[config.mk]
export PLATFORM = sky130hd
export DESIGN_NAME = hslc_div
export DESIGN_NICKNAME = d
export VERILOG_FILES = /design/src/hdl/hslc_div.sv
export SDC_FILE = /design/constraint.sdc
export NUM_CORES = 1
export LEC_CHECK = 0
export BUFFER_PORTS_ARGS = -buffer_cell sky130_fd_sc_hd__buf_4
export CAP_MARGIN = 40
export CELL_PAD_IN_SITES_DETAIL_PLACEMENT = 0
export CELL_PAD_IN_SITES_GLOBAL_PLACEMENT = 2
export CORE_ASPECT_RATIO = 2
export CORE_MARGIN = 2
export CORE_UTILIZATION = 40
export DETAILED_ROUTE_END_ITERATION = 6
export GPL_TIMING_DRIVEN = 1
export PLACE_DENSITY_LB_ADDON = 0.1
export SKIP_CTS_REPAIR_TIMING = 1
export SLEW_MARGIN = 40
export SYNTH_ARGS = -nofsm -noshare
export SYNTH_HDL_FRONTEND = slang
export SYNTH_SLANG_ARGS = --single-unit
[constraint.sdc]
create_clock -name clk -period 4 [get_ports clk]
set_clock_uncertainty 0.05 [all_clocks]
set_input_delay 0 -clock clk [delete_from_list [all_inputs] [get_ports clk]]
set_output_delay 0 -clock clk [all_outputs]
set_load 0.03 [all_outputs]
[src/hdl/hslc_div.sv]
// Pipelined restoring divider: quo = (num * (2^W - 1) + den / 2) / den.
// One quotient bit per stage; the quotient is registered. Quotient must fit W + 2 bits.
module hslc_div #(
    parameter int W = 16
) (
    input  logic         clk,
    input  logic         en,
    input  logic [W-1:0] num,
    input  logic [W-1:0] den,
    output logic [W+1:0] quo
);
    localparam int Q = W + 2;

    logic [W-1:0]   rem_reg [0:Q];
    logic [Q-1:0]   lo_reg  [0:Q];
    logic [W-1:0]   den_reg [0:Q];
    logic [Q-1:0]   quo_reg [0:Q];
    logic [2*W-1:0] dvd;

    assign dvd = ({num, W'(0)} - (2*W)'(num)) + (2*W)'(den >> 1);

    always_ff @(posedge clk)
    begin
        logic [W:0] trial;
        logic       ge;
        if (en)
        begin
            rem_reg[0] <= W'(dvd >> Q);
            lo_reg[0]  <= dvd[Q-1:0];
            den_reg[0] <= den;
            quo_reg[0] <= '0;
            for (int i = 1; i <= Q; i++)
            begin
                trial = {rem_reg[i-1], lo_reg[i-1][Q-1]};
                ge    = trial >= {1'b0, den_reg[i-1]};
                rem_reg[i] <= ge ? W'(trial - {1'b0, den_reg[i-1]}) : W'(trial);
                lo_reg[i]  <= {lo_reg[i-1][Q-2:0], 1'b0};
                den_reg[i] <= den_reg[i-1];
                quo_reg[i] <= {quo_reg[i-1][Q-2:0], ge};
            end
        end
    end

    assign quo = quo_reg[Q];

endmodule

* Word level (Yosys, flattened, before mapping)
Memories as Yosys holds them, arrays and structs flattened.
Cells that the tools add are included.
** Word-level totals
- Latch bits :: 0
- RAM bits :: 1292
- Memories :: 4
- Output and inout bits :: 18
- Flip-flop bits (word level) :: 0
- Bits in read-only memories :: 0
** Memory list
- lo_reg :: depth 19, width 18, rd ports 18, clocked after Yosys merged registers in 0, write ports 19, RTL line 15 : logic [Q-1:0] lo_reg [0:Q];
- quo_reg :: depth 19, width 18, rd ports 19, clocked after Yosys merged registers in 0, write ports 19, RTL line 17 : logic [Q-1:0] quo_reg [0:Q];
- den_reg :: depth 19, width 16, rd ports 18, clocked after Yosys merged registers in 0, write ports 19, RTL line 16 : logic [W-1:0] den_reg [0:Q];
- rem_reg :: depth 19, width 16, rd ports 18, clocked after Yosys merged registers in 0, write ports 19, RTL line 14 : logic [W-1:0] rem_reg [0:Q];
** Cells by class
- Reduce and logical (&&, ||, !) cells :: 0
- Mux-type cells :: 20
- Divide/modulo/power cells :: 0
- Eq/ne operators :: 0
- Shift-type cells :: 0
- Add/subtract/negate cells :: 20
- Multiply operators :: 0
- Bitwise logic cells :: 0
- Order comparisons :: 18
** Operators by type and width (count)
- $ge A17 B16 Y1 :: 18
- $mux W16 :: 18
- $sub A16 B16 Y16 :: 18
- $add A32 B15 Y32 :: 1
- $sub A32 B16 Y32 :: 1
- $mux W1 :: 2

* Logic depth before layout (Yosys ltp)
- Depth in word-level cells :: 2
- Gate-level depth with buffers :: 13

* Worst setup path after synthesis
No wires, ideal clock.
- Path kind :: register to register
- From :: mem den_reg[5][1]
- To :: mem rem_reg[6][10] (data pin)
- Path buffers :: 2
- Required time :: 3690 ps
- Clock period less this slack :: 3074 ps
- Path slack :: 926 ps
- Arrival :: 2764 ps
- Setup time :: 260 ps
- Cell stages (with the launch flop) :: 14
- Path through :: edfxtp_1 inv_1 ha_1 nor2b_1 o21ai_1 a21boi_1 o2111ai_1 nand3_1 a31o_2 a2111oi_2 o21a_1 buf_4 buf_6 mux2_2
** RTL lines (RTL line)
- start, declared :: 16
- end, declared :: 14

==> metrics.yaml <==
outcome:
  outcome: "finished clean"
cts:
  cts_buffers: 88
  cts.sinks: 916
  clk_pin_slew_ns: 0.07
  clock-root-buffer: "clkbuf_16"
  cts_max_path_buffers: 3
  htreeDepth: 3
  insertion_delay_ns: 0.69
  cts_tree: "done"
synth:
  syn_area_sq_um: 44900
  yosysTopAreaCellShare_pct: 61.3
  ys_ff_latch: 916
  ys_top_cells_by_area: "edfxtp_1 (61%), ha_1 (8.4%), mux2_2 (3.6%), inv_1 (3.2%), xnor2_1 (2.9%)"
  yosysTopAreaCell: "edfxtp_1"
  seq_area_frac_synth_pct: 61.3
  yosys_warnings: 0
  synth_flop_cell: "edfxtp_1"
  syn-num-nets: 3777
  avgSynthCellArea_sq_um: 13.1
  async_flop_share_pct: 0
  synth_edf_count: 916
  syn_inst: 3423
  synth_cell_types: 77
placement:
  portBuffers: 51
  dp_hpwl_um: 83200
  gp_congestion: 0.872
setup_path:
  cp.required_ns: 4.34
  endpoint_kind: "flip-flop"
  slowest_delay_ns: 0.51
  worst_setup_path_start_kind: "flip-flop"
  critPathArrivalTime_ns: 4.06
  cp_slowest_cell: "o31ai_2"
  path_buf_inv: 2
  path_cells: "inv_1 > ha_1 > nor2b_1 > o21ai_0 > a21boi_0 > o31ai_2 > a211o_1 > nand3b_1 > nor3_1 > o21ai_2 > buf_12 > mux2_2"
  worstPathMaxFanout: 12
  crit_family: "compound AO/OA/AOI/OAI gates"
  crit_type: "flip-flop to flip-flop"
floorplanning:
  num_rows: 173
  start_util_pct: 40.3
  fp.dieH_um: 478
  io_pins: 52
  core_sq_um: 111000
  die_x_um: 241
  die_area_sq_um: 115000
sta:
  setup_viol: 0
  final-hold-violation-count: 0
  rsz0062_at_grt: "false"
  slew_viol_final: 0
  period_needed_ns: 3.72
  finalCritPeriodShare_pct: 92.9
  fmax_mhz: 269
  worst_pin_slew_ns: 0.792
  fin_setup_tns_ns: 0
  slew_headroom_pct: 46.6
grt:
  grtUsageTotal_pct: 19.1
  grt_overflow: 0
  grt_pass1_vias: 28400
  grt_first_pass_wirelength_um: 163000
  grt_max_degree: 113
  antenna_found_initial: 1
cells_and_area:
  num-nets-final: 3970
  final_common_cell: "edfxtp_1"
  largest_register_ffs: 288
  final_cell_mix: "edfxtp_1 (916), inv_1 (387), ha_1 (302), a21oi_1 (208), nor2_1 (203)"
  layout-drive-gt1-share_pct: 11.0
  area_growth_pct: 12.9
  final_core_util_pct: 45.5
  fill_cells: 10100
pwr:
  p_per_area_nw_per_um2: 721
  peakVddDrop_v: 0.000339
  leakage_nw: 19.8
routing:
  drc: 0
  via_per_inst: 5.18
  antenna_left: 0
  post_drt_wl_per_cell_um: 21.1
  wl_um: 109000
  drt_first_pass_iters: 5
  drt-initial-drc-count: 1221
  vias: 26800
min_path:
  hp-class: "input port to flip-flop"
job:
  drv_cap: 0
[synthesized netlist by cell type, types with 17 or more instances]
cell type and number:
edfxtp_1 916, inv_1 387, ha_1 302, a21oi_1 208, nor2_1 203, o21ai_0 171, nand2_1 166, xnor2_1 147
mux2_2 143, xor2_1 64, nor3_1 60, a21o_1 58, o21a_1 48, nor2b_1 44, nand2b_1 43, nand3_1 39
nand4_1 37, a31oi_1 27, mux2i_1 26, a211oi_1 21, o31ai_1 20, fa_1 18, a21boi_0 17, and3_1 17
[through the flow]
| step | hold WS, ns | cells | setup WS (ns) | total power, mW | instance area [sq um] |
|---|---|---|---|---|---|
| after floorplan | 0.0489 | 3423 | 0.926 | 24.4 | 44900 |
| after global placement | 0.140 | 4961 | 0.0381 | 28.3 | 47300 |
| after detailed placement | 0.141 | 4961 | 0.0598 | 28.6 | 47300 |
| after CTS | -0.632 | 5120 | 0.0124 | 36.9 | 50100 |
| after global routing | 0.00201 | 5173 | 0.101 | 38.8 | 50600 |
| final | 0.0221 | 5173 | 0.283 | 36.5 | 50600 |
[layer usage]
metal / GRT usage, % / vias up / share of wire, %
li1: - / 13000 / -
met1: 15.4 / 13200 / 30
met2: 41.0 / 363 / 61
met3: 2.42 / 204 / 2.3
met4: 11.4 / 0 / 6.4
met5: 0 / - / 0
[worst paths after layout]
check        cells after the start                       to  slack (ns)               startpoint
min                              2  den_reg[0][5]$_DFFE_PP_        0.02                   den[5]
max reg2reg                     12  rem_reg[2][8]$_DFFE_PP_        0.28  den_reg[1][1]$_DFFE_PP_
max                             12  rem_reg[2][8]$_DFFE_PP_        0.28  den_reg[1][1]$_DFFE_PP_
min reg2reg                      0  quo_reg[8][2]$_DFFE_PP_        0.36  quo_reg[7][1]$_DFFE_PP_
[power breakdown]
group / switching (mW) / internal [mW]
logic: 7.69 / 6.21
clock network: 3.69 / 4.40
registers: 1.12 / 13.4
[layout make-up]
| cell class | instances | area [sq um] | area share, % |
|---|---|---|---|
| Tap cell | 1487 | 1860 | 3.68 |
| Inverter | 388 | 1460 | 2.88 |
| Antenna cell | 1 | 2.50 | 0.00494 |
| Multi-Input combinational cell | 2084 | 15800 | 31.1 |
| Timing Repair Buffer | 138 | 1320 | 2.60 |
| Clock inverter | 56 | 465 | 0.920 |
| Clock buffer | 103 | 2260 | 4.46 |
| Sequential cell | 916 | 27500 | 54.3 |
[kinds of logic after synthesis]
group,after synthesis,synth area share [%]
flops,916,61.3
compound gates,688,9.76
simple gates,684,7.35
buf+inv,423,3.66
fa+ha+maj,320,9.23
xor+xnor,211,4.12
mux,181,4.56
No activity file was read; power rests on OpenSTA's default activity.
